===== src/rtl/crce_pkg.sv =====
`timescale 1ns / 1ps
// ----------------------------------------------------------------------------
// crce_pkg
// Shared types and constants of the bit-serial CRC frame encoder.
// ----------------------------------------------------------------------------
package crce_pkg;

  localparam int POLY_W       = 33;
  localparam int GEN_LEN_W    = 6;
  localparam int FRAME_LEN_W  = 16;
  localparam int CFG_DATA_W   = 33;
  localparam int CFG_INDEX_W  = 2;
  localparam int GLEN_W       = 7;
  localparam int DEF_MAX_GEN_LEN = 33;
  localparam int DEF_COUNT_BITS  = 16;

  localparam logic [CFG_INDEX_W-1:0] CFG_POLY      = 2'd0;
  localparam logic [CFG_INDEX_W-1:0] CFG_GEN_LEN   = 2'd1;
  localparam logic [CFG_INDEX_W-1:0] CFG_FRAME_LEN = 2'd2;

  localparam logic [POLY_W-1:0]      POLY_RST      = 33'h0_0001_1021;
  localparam logic [GEN_LEN_W-1:0]   GEN_LEN_RST   = 6'd17;
  localparam logic [FRAME_LEN_W-1:0] FRAME_LEN_RST = 16'd256;

  typedef struct packed {
    logic step;
    logic unload;
    logic feedback;
  } cell_ctrl_t;

  typedef struct packed {
    logic out_bit;
    logic is_check;
    logic last_of_frame;
  } result_t;

endpackage


===== src/rtl/bitwise_crc_frame_encoder_core.sv =====
`timescale 1ns / 1ps
// ----------------------------------------------------------------------------
// bitwise_crc_frame_encoder_core
// Bit-serial CRC frame encoder with configurable generator and frame length.
//
// Frame bits enter on in_data_bit under in_valid/in_stall, one per cycle.
// Each bit is shifted through a row of remainder cells with generator feedback.
// The leading frame_length-gen_length+1 bits are passed to the output channel
// (out_bit, out_is_check, out_last_of_frame). The tail bits give no output.
// The frame's last bit loads the final remainder, which is then shifted out of
// the same cell row MSB first, one bit per cycle while the skid entry is empty,
// the last one flagged. During that unload of gen_length-1 check bits, in_stall
// is high. The output channel has a register and a skid entry; a stalled
// receiver fills the skid entry and then raises in_stall.
// Reset (rst_n low, synchronous) clears the remainder and bit counter, empties
// the output stage and restores poly 0x11021, gen_length 17, frame_length 256.
// Configuration is written through cfg_we/cfg_index/cfg_data; the user must do
// so only while idle, which the block itself does not enforce.
// ----------------------------------------------------------------------------
module bitwise_crc_frame_encoder_core #(
  parameter int MAX_GEN_LEN = crce_pkg::DEF_MAX_GEN_LEN,
  parameter int COUNT_BITS  = crce_pkg::DEF_COUNT_BITS
) (
  input  logic                             clk,
  input  logic                             rst_n,
  input  logic                             in_valid,
  output logic                             in_stall,
  input  logic                             in_data_bit,
  output logic                             out_valid,
  input  logic                             out_stall,
  output logic                             out_bit,
  output logic                             out_is_check,
  output logic                             out_last_of_frame,
  input  logic                             cfg_we,
  input  logic [crce_pkg::CFG_INDEX_W-1:0] cfg_index,
  input  logic [crce_pkg::CFG_DATA_W-1:0]  cfg_data
);

  localparam int CW    = MAX_GEN_LEN - 1;
  localparam int CMP_W = ((COUNT_BITS > crce_pkg::FRAME_LEN_W) ?
                          COUNT_BITS : crce_pkg::FRAME_LEN_W) + 1;
  localparam int GW    = crce_pkg::GLEN_W;

  logic [crce_pkg::POLY_W-1:0]      poly_r, poly_nxt;
  logic [crce_pkg::GEN_LEN_W-1:0]   gen_len_r, gen_len_nxt;
  logic [crce_pkg::FRAME_LEN_W-1:0] frame_len_r, frame_len_nxt;

  logic [COUNT_BITS-1:0] cnt_r, cnt_nxt;
  logic                  unload_r, unload_nxt;
  logic [GW-1:0]         rem_r, rem_nxt;

  logic [GW-1:0]    gen_raw, gen_eff;
  logic [CMP_W-1:0] gen_ext, flen_ext, flen_eff, cnt_ext;
  logic             last_bit, pass_bit, step, skid_full, shift_out, top;

  logic [CW-1:0] cell_q, cell_top, cell_poly;
  logic          chain_in;

  crce_pkg::cell_ctrl_t ctrl;
  crce_pkg::result_t    up_res, out_res;
  logic                 up_valid;

  // configuration
  always_comb begin
    poly_nxt      = poly_r;
    gen_len_nxt   = gen_len_r;
    frame_len_nxt = frame_len_r;
    if (cfg_we) begin
      unique case (cfg_index)
        crce_pkg::CFG_POLY:      poly_nxt      = cfg_data;
        crce_pkg::CFG_GEN_LEN:   gen_len_nxt   = cfg_data[crce_pkg::GEN_LEN_W-1:0];
        crce_pkg::CFG_FRAME_LEN: frame_len_nxt = cfg_data[crce_pkg::FRAME_LEN_W-1:0];
        default: ;
      endcase
    end
  end

  // effective lengths
  assign gen_raw = GW'(gen_len_r);
  always_comb begin
    gen_eff = gen_raw;
    if (gen_raw < GW'(2)) begin
      gen_eff = GW'(2);
    end else if (gen_raw > GW'(MAX_GEN_LEN)) begin
      gen_eff = GW'(MAX_GEN_LEN);
    end
  end

  assign gen_ext  = CMP_W'(gen_eff);
  assign flen_ext = CMP_W'(frame_len_r);
  assign flen_eff = (flen_ext < gen_ext) ? gen_ext : flen_ext;
  assign cnt_ext  = CMP_W'(cnt_r);
  assign last_bit = cnt_ext >= (flen_eff - CMP_W'(1));
  assign pass_bit = cnt_ext < (flen_eff - gen_ext + CMP_W'(1));

  assign in_stall  = unload_r || skid_full;
  assign step      = in_valid && !in_stall;
  assign shift_out = unload_r && !skid_full;

  // frame control
  always_comb begin
    cnt_nxt    = cnt_r;
    unload_nxt = unload_r;
    rem_nxt    = rem_r;
    if (step) begin
      if (last_bit) begin
        cnt_nxt    = '0;
        unload_nxt = 1'b1;
        rem_nxt    = gen_eff - GW'(1);
      end else begin
        cnt_nxt = cnt_r + COUNT_BITS'(1);
      end
    end else if (shift_out) begin
      rem_nxt = rem_r - GW'(1);
      if (rem_r == GW'(1)) begin
        unload_nxt = 1'b0;
      end
    end
  end

  always_ff @(posedge clk) begin
    if (!rst_n) begin
      poly_r      <= crce_pkg::POLY_RST;
      gen_len_r   <= crce_pkg::GEN_LEN_RST;
      frame_len_r <= crce_pkg::FRAME_LEN_RST;
      cnt_r       <= '0;
      unload_r    <= 1'b0;
      rem_r       <= '0;
    end else begin
      poly_r      <= poly_nxt;
      gen_len_r   <= gen_len_nxt;
      frame_len_r <= frame_len_nxt;
      cnt_r       <= cnt_nxt;
      unload_r    <= unload_nxt;
      rem_r       <= rem_nxt;
    end
  end

  // remainder cell row
  assign top           = |(cell_q & cell_top);
  assign chain_in      = step & in_data_bit;
  assign ctrl.step     = step;
  assign ctrl.unload   = shift_out;
  assign ctrl.feedback = top;

  for (genvar i = 0; i < CW; i++) begin : g_cell
    logic prev;
    if (i == 0) begin : g_head
      assign prev = chain_in;
    end else begin : g_link
      assign prev = cell_q[i-1];
    end
    if (i < crce_pkg::POLY_W) begin : g_poly
      assign cell_poly[i] = poly_r[i];
    end else begin : g_nopoly
      assign cell_poly[i] = 1'b0;
    end
    crce_cell #(
      .IDX (i)
    ) u_cell (
      .clk      (clk),
      .rst_n    (rst_n),
      .ctrl     (ctrl),
      .gen_eff  (gen_eff),
      .poly_bit (cell_poly[i]),
      .prev_bit (prev),
      .q        (cell_q[i]),
      .is_top   (cell_top[i])
    );
  end

  // result transaction
  assign up_valid = (step && pass_bit && !last_bit) || shift_out;
  always_comb begin
    if (shift_out) begin
      up_res.out_bit       = top;
      up_res.is_check      = 1'b1;
      up_res.last_of_frame = rem_r == GW'(1);
    end else begin
      up_res.out_bit       = in_data_bit;
      up_res.is_check      = 1'b0;
      up_res.last_of_frame = 1'b0;
    end
  end

  crce_out_skid u_out (
    .clk       (clk),
    .rst_n     (rst_n),
    .up_valid  (up_valid),
    .up_res    (up_res),
    .up_stall  (skid_full),
    .out_valid (out_valid),
    .out_stall (out_stall),
    .out_res   (out_res)
  );

  assign out_bit           = out_res.out_bit;
  assign out_is_check      = out_res.is_check;
  assign out_last_of_frame = out_res.last_of_frame;

  a_last_starts_unload: assert property (@(posedge clk) disable iff (!rst_n)
    (step && last_bit) |=> (unload_r && cnt_r == '0))
    else $error("frame end did not start remainder unload");

  a_unload_ends: assert property (@(posedge clk) disable iff (!rst_n)
    (shift_out && rem_r == GW'(1)) |=> !unload_r)
    else $error("unload did not end after final check bit");

  a_unload_count: assert property (@(posedge clk) disable iff (!rst_n)
    unload_r |-> (rem_r != '0))
    else $error("unload active with no bits left");

  a_no_step_in_unload: assert property (@(posedge clk) disable iff (!rst_n)
    unload_r |-> !step)
    else $error("transaction accepted during remainder unload");

endmodule


===== src/rtl/crce_cell.sv =====
`timescale 1ns / 1ps
// ----------------------------------------------------------------------------
// crce_cell
// One remainder bit: shift with generator feedback, or plain shift on unload.
// ----------------------------------------------------------------------------
module crce_cell #(
  parameter int IDX = 0
) (
  input  logic                         clk,
  input  logic                         rst_n,
  input  crce_pkg::cell_ctrl_t         ctrl,
  input  logic [crce_pkg::GLEN_W-1:0]  gen_eff,
  input  logic                         poly_bit,
  input  logic                         prev_bit,
  output logic                         q,
  output logic                         is_top
);

  logic q_r;
  logic q_nxt;
  logic in_width;

  assign in_width = gen_eff > crce_pkg::GLEN_W'(IDX + 1);
  assign is_top   = gen_eff == crce_pkg::GLEN_W'(IDX + 2);

  always_comb begin
    q_nxt = q_r;
    if (ctrl.step) begin
      q_nxt = in_width & (prev_bit ^ (poly_bit & ctrl.feedback));
    end else if (ctrl.unload) begin
      q_nxt = in_width & prev_bit;
    end
  end

  always_ff @(posedge clk) begin
    if (!rst_n) begin
      q_r <= 1'b0;
    end else begin
      q_r <= q_nxt;
    end
  end

  assign q = q_r;

endmodule


===== src/rtl/crce_out_skid.sv =====
`timescale 1ns / 1ps
// ----------------------------------------------------------------------------
// crce_out_skid
// Output register with a skid entry; upstream stall is registered.
// ----------------------------------------------------------------------------
module crce_out_skid (
  input  logic               clk,
  input  logic               rst_n,
  input  logic               up_valid,
  input  crce_pkg::result_t  up_res,
  output logic               up_stall,
  output logic               out_valid,
  input  logic               out_stall,
  output crce_pkg::result_t  out_res
);

  logic              out_valid_r, out_valid_nxt;
  logic              skid_full_r, skid_full_nxt;
  crce_pkg::result_t out_res_r, out_res_nxt;
  crce_pkg::result_t skid_r, skid_nxt;
  logic              out_ready;

  assign out_ready = !out_valid_r || !out_stall;

  always_comb begin
    out_valid_nxt = out_valid_r;
    skid_full_nxt = skid_full_r;
    out_res_nxt   = out_res_r;
    skid_nxt      = skid_r;
    if (skid_full_r) begin
      if (!out_stall) begin
        out_res_nxt   = skid_r;
        out_valid_nxt = 1'b1;
        skid_full_nxt = 1'b0;
      end
    end else if (up_valid) begin
      if (out_ready) begin
        out_res_nxt   = up_res;
        out_valid_nxt = 1'b1;
      end else begin
        skid_nxt      = up_res;
        skid_full_nxt = 1'b1;
      end
    end else if (out_ready) begin
      out_valid_nxt = 1'b0;
    end
  end

  always_ff @(posedge clk) begin
    if (!rst_n) begin
      out_valid_r <= 1'b0;
      skid_full_r <= 1'b0;
    end else begin
      out_valid_r <= out_valid_nxt;
      skid_full_r <= skid_full_nxt;
    end
    out_res_r <= out_res_nxt;
    skid_r    <= skid_nxt;
  end

  assign up_stall  = skid_full_r;
  assign out_valid = out_valid_r;
  assign out_res   = out_res_r;

endmodule

===== config.mk =====
export PLATFORM = sky130hd
export DESIGN_NAME = bitwise_crc_frame_encoder_core
export DESIGN_NICKNAME = d
export VERILOG_FILES = /design/src/rtl/crce_pkg.sv /design/src/rtl/bitwise_crc_frame_encoder_core.sv /design/src/rtl/crce_cell.sv /design/src/rtl/crce_out_skid.sv
export SDC_FILE = /design/constraint.sdc
export NUM_CORES = 1
export LEC_CHECK = 0
export ABC_AREA = 1
export BUFFER_PORTS_ARGS = -buffer_cell sky130_fd_sc_hd__buf_2
export CAP_MARGIN = 10
export CORE_ASPECT_RATIO = 1.5
export CORE_UTILIZATION = 30
export CTS_CLUSTER_SIZE = 8
export DETAILED_ROUTE_END_ITERATION = 16
export GPL_TIMING_DRIVEN = 0
export HOLD_SLACK_MARGIN = 0.12
export PLACE_DENSITY = 0.53
export SLEW_MARGIN = 20
export SYNTH_ARGS = -nofsm -noshare
export SYNTH_HDL_FRONTEND = slang
export SYNTH_HIERARCHICAL = 1
export SYNTH_SLANG_ARGS = --single-unit

===== constraint.sdc =====
create_clock -name clk -period 6.66 [get_ports clk]
set_input_delay 1.332 -clock clk [delete_from_list [all_inputs] [get_ports clk]]
set_output_delay 1.332 -clock clk [all_outputs]
set_load 0.005 [all_outputs]

==> flow_summary_export.csv, run 1 <==
group,metric,value,unit
cts,ctsRootBufferMaster,"clkbuf_16",
grt,antenna_found_initial,3,
sta,holdWs,0.4735,ns
setup_path,end_kind,"register",
cts,clock_sinks,118,
synth,yosys-top-cells-area,"dfxtp_1 (23%), nand2_1 (12%), ha_1 (9.8%), inv_1 (8.8%), nor2_1 (7.7%)",
setup_path,path_max_fanout,29,
sta,grt_setup_unrepaired,"false",
routing,totalWireLength,30540,um
cts,clk_path_buf_depth,2,
pwr,power_density,190.6,nW/um^2
synth,syn_inst,1520,
synth,yosysWarningCount,6,
floorplanning,row_count,80,
placement,dp.cells,2024,
grt,overflow,0,
setup_path,critPathRequiredTime,6.81,ns
routing,drtAntennaViolNets,0,
cts,tritoncts,"built",
sta,final_max_slew_viol_count,0,
pwr,swShare,32.33,%
routing,drc,0,
sta,setup_viol,0,
sta,min_period,6.223,ns
floorplanning,die_w,149.6,um
status,status,"finished, final reports clean",
sta,final-hold-violation-count,0,
sta,finalCritPeriodShare,93.44,%
routing,first_pass_iters,5,
floorplanning,ios,46,
cts,path_clk_slew,0.06,ns
cts,insertion_delay,0.44,ns
min_path,hp-class,"register to register",
setup_path,critPathMaxStageDelay,0.38,ns
setup_path,rrSetupSlack,0.44,ns
final_layout,final_common_cell,"nand2_1",
synth,synth_top_area_share,22.87,%
cts,numCtsBuffers,17,
cts,htreeDepth,4,
sta,final.setup.tns,0,ns
final_layout,drive_gt1_share,14.73,%
cts,ctsHoldBuffers,0,
routing,drt_iter0_drc,501,
final_layout,layout_common_cells,"nand2_1 (307), inv_1 (229), nor2_1 (193)",
pwr,power.leakage,0.005278,uW
synth,ys_types,57,
sta,max_slew_margin,42.10,%
sta,tightest_slew,0.8686,ns
final_layout,n_antenna_cell,0,
final_layout,stdcell_count,2066,
sta,clock_skew,0.008933,ns
placement,hpwlAfterDp,22740,um
pwr,combPwrFrac,23.1,%
routing,viasPerCell,4.874,
synth,synth_top_cell_by_area,"dfxtp_1",
setup_path,worst_setup_path_start_kind,"register",
placement,gp_congestion,0.8990,
job,drv_cap,0,
routing,wl_per_cell,14.78,um
final_layout,syn_to_final_growth,19.29,%
setup_path,critPathKind,"register to register",
floorplanning,initial_core_util,30.60,%
pwr,ir_drop,0.0002058,V
synth,seq_area_frac_synth,24.71,%
pwr,pwr-share-seq,33.7,%
synth,syn-cell-area,9802,um^2
grt,grt_max_degree,41,
grt,grt_pass1_vias,9684,
placement,dpl_worst_slack,-0.6612,ns
routing,dr_total_vias,10070,
pwr,p_int,1508,uW
pwr,p_switching,720.7,uW
pwr,power,2229,uW
pwr,pwr-share-clk,43.2,%
synth,synth_edf_count,6,
placement,io_buffer_count,44,
floorplanning,die_area,33410,um^2
grt,grt_usage,19.05,%
grt,grt_pass1_wl,49320,um
setup_path,slowest_stage,"ha_1",
synth,async_flop_share,0,%
synth,synth_ff_type,"dfxtp_1",
sta,setup_ws,0.4372,ns
floorplanning,fp.dieH,223.4,um
synth,avgSynthCellArea,6.449,um^2
synth,synth-seq-cells,118,
setup_path,crit_arrival,6.37,ns
setup_path,cp_common_cell,"a21oi_1",
final_layout,nets,1762,
floorplanning,core,32030,um^2
sta,fmax,160.7,MHz
## stage by stage
step	instance area (um^2)	utilization, %
4_1_cts	11590	36.20
3_3_place_gp	10690	33.36
2_1_floorplan	9952	-
5_1_grt	11690	36.50
3_5_place_dp	10950	34.19
6_report	11690	36.50
## power groups by stage
stage / sequential (uW) / clock [uW] / combinational [uW]
2_1_floorplan: 761 / 0 / 353
3_3_place_gp: 765 / 0 / 479
3_5_place_dp: 766 / 0 / 498
4_1_cts: 751 / 989 / 507
5_1_grt: 753 / 1010 / 581
6_report: 751 / 963 / 515
## Yosys cell counts, types with 19 or more instances
cell type and number:
dfxtp_1 112, nand2_1 308, nand3_2 20, inv_2 19
ha_1 77, nand3_1 109, nand4_1 57, nor2_1 200
a21oi_1 68, a21oi_2 34, xor2_1 24, clkbuf_1 25
o21ai_0 83, nor3_1 20, inv_1 231
## worst max-delay path, delay by kind of cell, from the launching register on
kind,cells,cell delay [ns]
fa+ha+maj,4,1.20
buf+inv,3,0.45
simple gates,13,1.78
xor+xnor,1,0.16
flops,1,0.32
compound gates,11,2.01
## path summary, 6_finish.rpt
check,startpoint,end,cells past startpoint
setup / recovery,gen_len_r[3]$_SDFFE_PN0P_,u_out/skid_r[1]$_DFFE_PP_,32
hold / removal,frame_len_r[3]$_SDFFE_PN0P_,frame_len_r[3]$_SDFFE_PN0P_,2
setup reg to reg,gen_len_r[3]$_SDFFE_PN0P_,u_out/skid_r[1]$_DFFE_PP_,32
hold reg to reg,frame_len_r[3]$_SDFFE_PN0P_,frame_len_r[3]$_SDFFE_PN0P_,2
## layer usage
metal,track usage [%],vias up,routed length [um]
met1,19.78,4615,12020
met5,0,-,36
met3,3.374,65,842
li1,-,5213,-
met2,36.10,170,16490
met4,8.920,6,1149
## area by class of cell
cell class	count	area (um^2)
timing repair buffer	65	513.0
clock buffer	19	442.9
clock inverter	13	155.1
sequential	118	2422
fill	3443	20340
buffer	33	163.9
inverter	251	947.2
multi-input combinational	1157	6535
tap	410	513.0
## state kept, by name, indices dropped and copies added (netlist names), 3 cells and up
signal,cells
u_out/out_res,3
u_out/skid_r,3
poly_r,32
frame_len_r,16
g_cell.u_cell/q,32
rem_r,7
cnt_r,16
gen_len_r,6
## timing repair
item / in CTS / in global routing
gates cloned: 2 / 0
endpoints found under the hold margin: 0 / 0
pin swaps: 3 / 3
setup endpoints to repair: 8 / 8
gates resized for setup: 4 / 14
buffers inserted: 2 / 6
## cell families after synthesis
kind of cell | Yosys count | share of synthesized area [%]
other | 1 | 0.03826
XOR/XNOR | 27 | 2.413
flip-flops | 118 | 24.71
AND/OR/NAND/NOR | 777 | 37.08
AO/OA/AOI/OAI | 234 | 14.35
buffers and inverters | 284 | 11.27
adder cells (fa/ha/maj) | 78 | 10.03
multiplexers | 1 | 0.1021
No activity file was read; power rests on OpenSTA's default activity.
==> run 2: changes to the inputs <==
--- a/config.mk
+++ b/config.mk
@@ -6,10 +6,12 @@
 export NUM_CORES = 1
 export LEC_CHECK = 0
 export ABC_AREA = 1
+export ABC_CLOCK_PERIOD_IN_PS = 6660
 export BUFFER_PORTS_ARGS = -buffer_cell sky130_fd_sc_hd__buf_2
 export CAP_MARGIN = 10
 export CORE_ASPECT_RATIO = 1.5
 export CORE_UTILIZATION = 30
+export CTS_BUF_LIST = sky130_fd_sc_hd__clkbuf_16
 export CTS_CLUSTER_SIZE = 8
 export DETAILED_ROUTE_END_ITERATION = 16
 export GPL_TIMING_DRIVEN = 0
==> run 2 against run 1 <==
  * First-iteration DRC count unchanged
  * Clock-buffer cell count decreased by 2
  * Flip-flop and latch count unchanged
  * Utilization about the same
  * Wire length about the same
  * Clock skew about the same
  * Die area unchanged
  * Critical path type unchanged
  * Critical endpoint unchanged
  * Highest routed layer unchanged
==> flow_summary_export.csv, run 2 (synthesized netlist as in run 1, its figures left out) <==
group,metric,value,unit
routing,wl_per_cell,14.78,um
cts,htreeDepth,4,
cts,insertion_delay,0.44,ns
floorplanning,core,32030,um^2
routing,totalWireLength,30540,um
sta,final-hold-violation-count,0,
final_layout,drive_gt1_share,14.67,%
cts,clock_sinks,118,
sta,fmax,160.7,MHz
sta,holdWs,0.4735,ns
setup_path,path_max_fanout,29,
final_layout,final_common_cell,"nand2_1",
sta,setup_viol,0,
routing,drc,0,
cts,tritoncts,"built",
routing,viasPerCell,4.875,
sta,grt_setup_unrepaired,"false",
floorplanning,row_count,80,
cts,ctsHoldBuffers,0,
setup_path,critPathKind,"register to register",
grt,grt_max_degree,41,
final_layout,syn_to_final_growth,19.19,%
pwr,p_switching,720.3,uW
cts,clk_path_buf_depth,2,
floorplanning,die_area,33410,um^2
grt,overflow,0,
sta,clock_skew,0.008930,ns
final_layout,final_area,11680,um^2
sta,final_max_slew_viol_count,0,
grt,grt_usage,19.05,%
pwr,power_density,189.7,nW/um^2
grt,grt_pass1_wl,49320,um
grt,antenna_found_initial,3,
cts,path_clk_slew,0.06,ns
setup_path,worst_setup_path_start_kind,"register",
floorplanning,initial_core_util,30.60,%
pwr,power.leakage,0.005277,uW
pwr,pwr-share-clk,42.9,%
placement,placed_cell_area,10950,um^2
setup_path,cp_common_cell,"a21oi_1",
cts,numCtsBuffers,17,
setup_path,crit_arrival,6.37,ns
routing,drtAntennaViolNets,0,
final_layout,nets,1762,
final_layout,n_antenna_cell,0,
floorplanning,ios,46,
job,drv_cap,0,
pwr,swShare,32.51,%
setup_path,critPathRequiredTime,6.81,ns
pwr,pwr-share-seq,33.9,%
min_path,hp-class,"register to register",
pwr,combPwrFrac,23.2,%
pwr,p_int,1495,uW
sta,finalCritPeriodShare,93.41,%
setup_path,end_kind,"register",
placement,gp_congestion,0.8990,
floorplanning,die_w,149.6,um
placement,io_buffer_count,44,
cts,ctsRootBufferMaster,"clkbuf_16",
setup_path,critPathMaxStageDelay,0.38,ns
status,status,"finished, final reports clean",
routing,drt_iter0_drc,501,
sta,min_period,6.221,ns
placement,hpwlAfterDp,22740,um
final_layout,layout_common_cells,"nand2_1 (307), inv_1 (230), nor2_1 (193)",
sta,tightest_slew,0.8686,ns
routing,first_pass_iters,5,
floorplanning,fp.dieH,223.4,um
grt,grt_pass1_vias,9684,
routing,dr_total_vias,10070,
sta,max_slew_margin,42.10,%
setup_path,slowest_stage,"ha_1",
pwr,ir_drop,0.0002058,V
-- run 2: layout make-up --
class                      count  area (um^2)
tap                          410        513.0
fill                        3444        20350
buffer                        33        163.9
multi-input combinational   1157         6535
clock inverter                15        162.7
clock buffer                  17        425.4
inverter                     251        947.2
timing repair buffer          65        513.0
sequential                   118         2422
-- run 2: final timing paths --
| kind | from | end | slack, ns | depth (start not counted) |
|---|---|---|---|---|
| hold / removal | frame_len_r[3]$_SDFFE_PN0P_ | frame_len_r[3]$_SDFFE_PN0P_ | 0.47 | 2 |
| setup / recovery | gen_len_r[3]$_SDFFE_PN0P_ | u_out/skid_r[1]$_DFFE_PP_ | 0.44 | 32 |
| setup reg to reg | gen_len_r[3]$_SDFFE_PN0P_ | u_out/skid_r[1]$_DFFE_PP_ | 0.44 | 32 |
| hold reg to reg | frame_len_r[3]$_SDFFE_PN0P_ | frame_len_r[3]$_SDFFE_PN0P_ | 0.47 | 2 |
-- run 2: power by group through the flow --
stage / combinational, uW / clock (uW) / sequential [uW]
2_1_floorplan: 353 / 0 / 761
3_3_place_gp: 479 / 0 / 765
3_5_place_dp: 498 / 0 / 766
4_1_cts: 507 / 975 / 751
5_1_grt: 581 / 998 / 753
6_report: 515 / 950 / 751
-- run 2: what timing repair did --
action / CTS / global route
setup buffers: 2 / 6
gates resized for setup: 4 / 14
gates cloned: 2 / 0
pin swaps: 3 / 3
setup endpoints to repair: 8 / 8
-- run 2: worst max-delay path: cells and delay by family, from the launching register on --
kind	cells	cell delay (ns)
buffers and inverters	3	0.45
flip-flops	1	0.32
AND/OR/NAND/NOR	13	1.78
adder cells (fa/ha/maj)	4	1.20
AO/OA/AOI/OAI	11	2.01
XOR/XNOR	1	0.16
-- run 2: through the flow --
stage	cells	setup WS [ns]	utilization, %	total power [uW]	TNS [ns]
3_3_place_gp	2011	-1.763	33.36	1244	-27.16
5_1_grt	2066	0.02981	36.47	2332	0
4_1_cts	2060	0.008402	36.17	2233	0
2_1_floorplan	1557	0.4321	-	1114	0
6_report	2066	0.4391	36.47	2216	0
3_5_place_dp	2024	-0.6612	34.19	1263	-4.487
-- run 2: metal layers --
layer	vias up	wire length (um)	GRT usage, %
met5	-	36	0
met1	4618	12020	19.78
met4	6	1149	8.920
met2	170	16490	36.10
li1	5213	-	-
met3	65	844	3.374
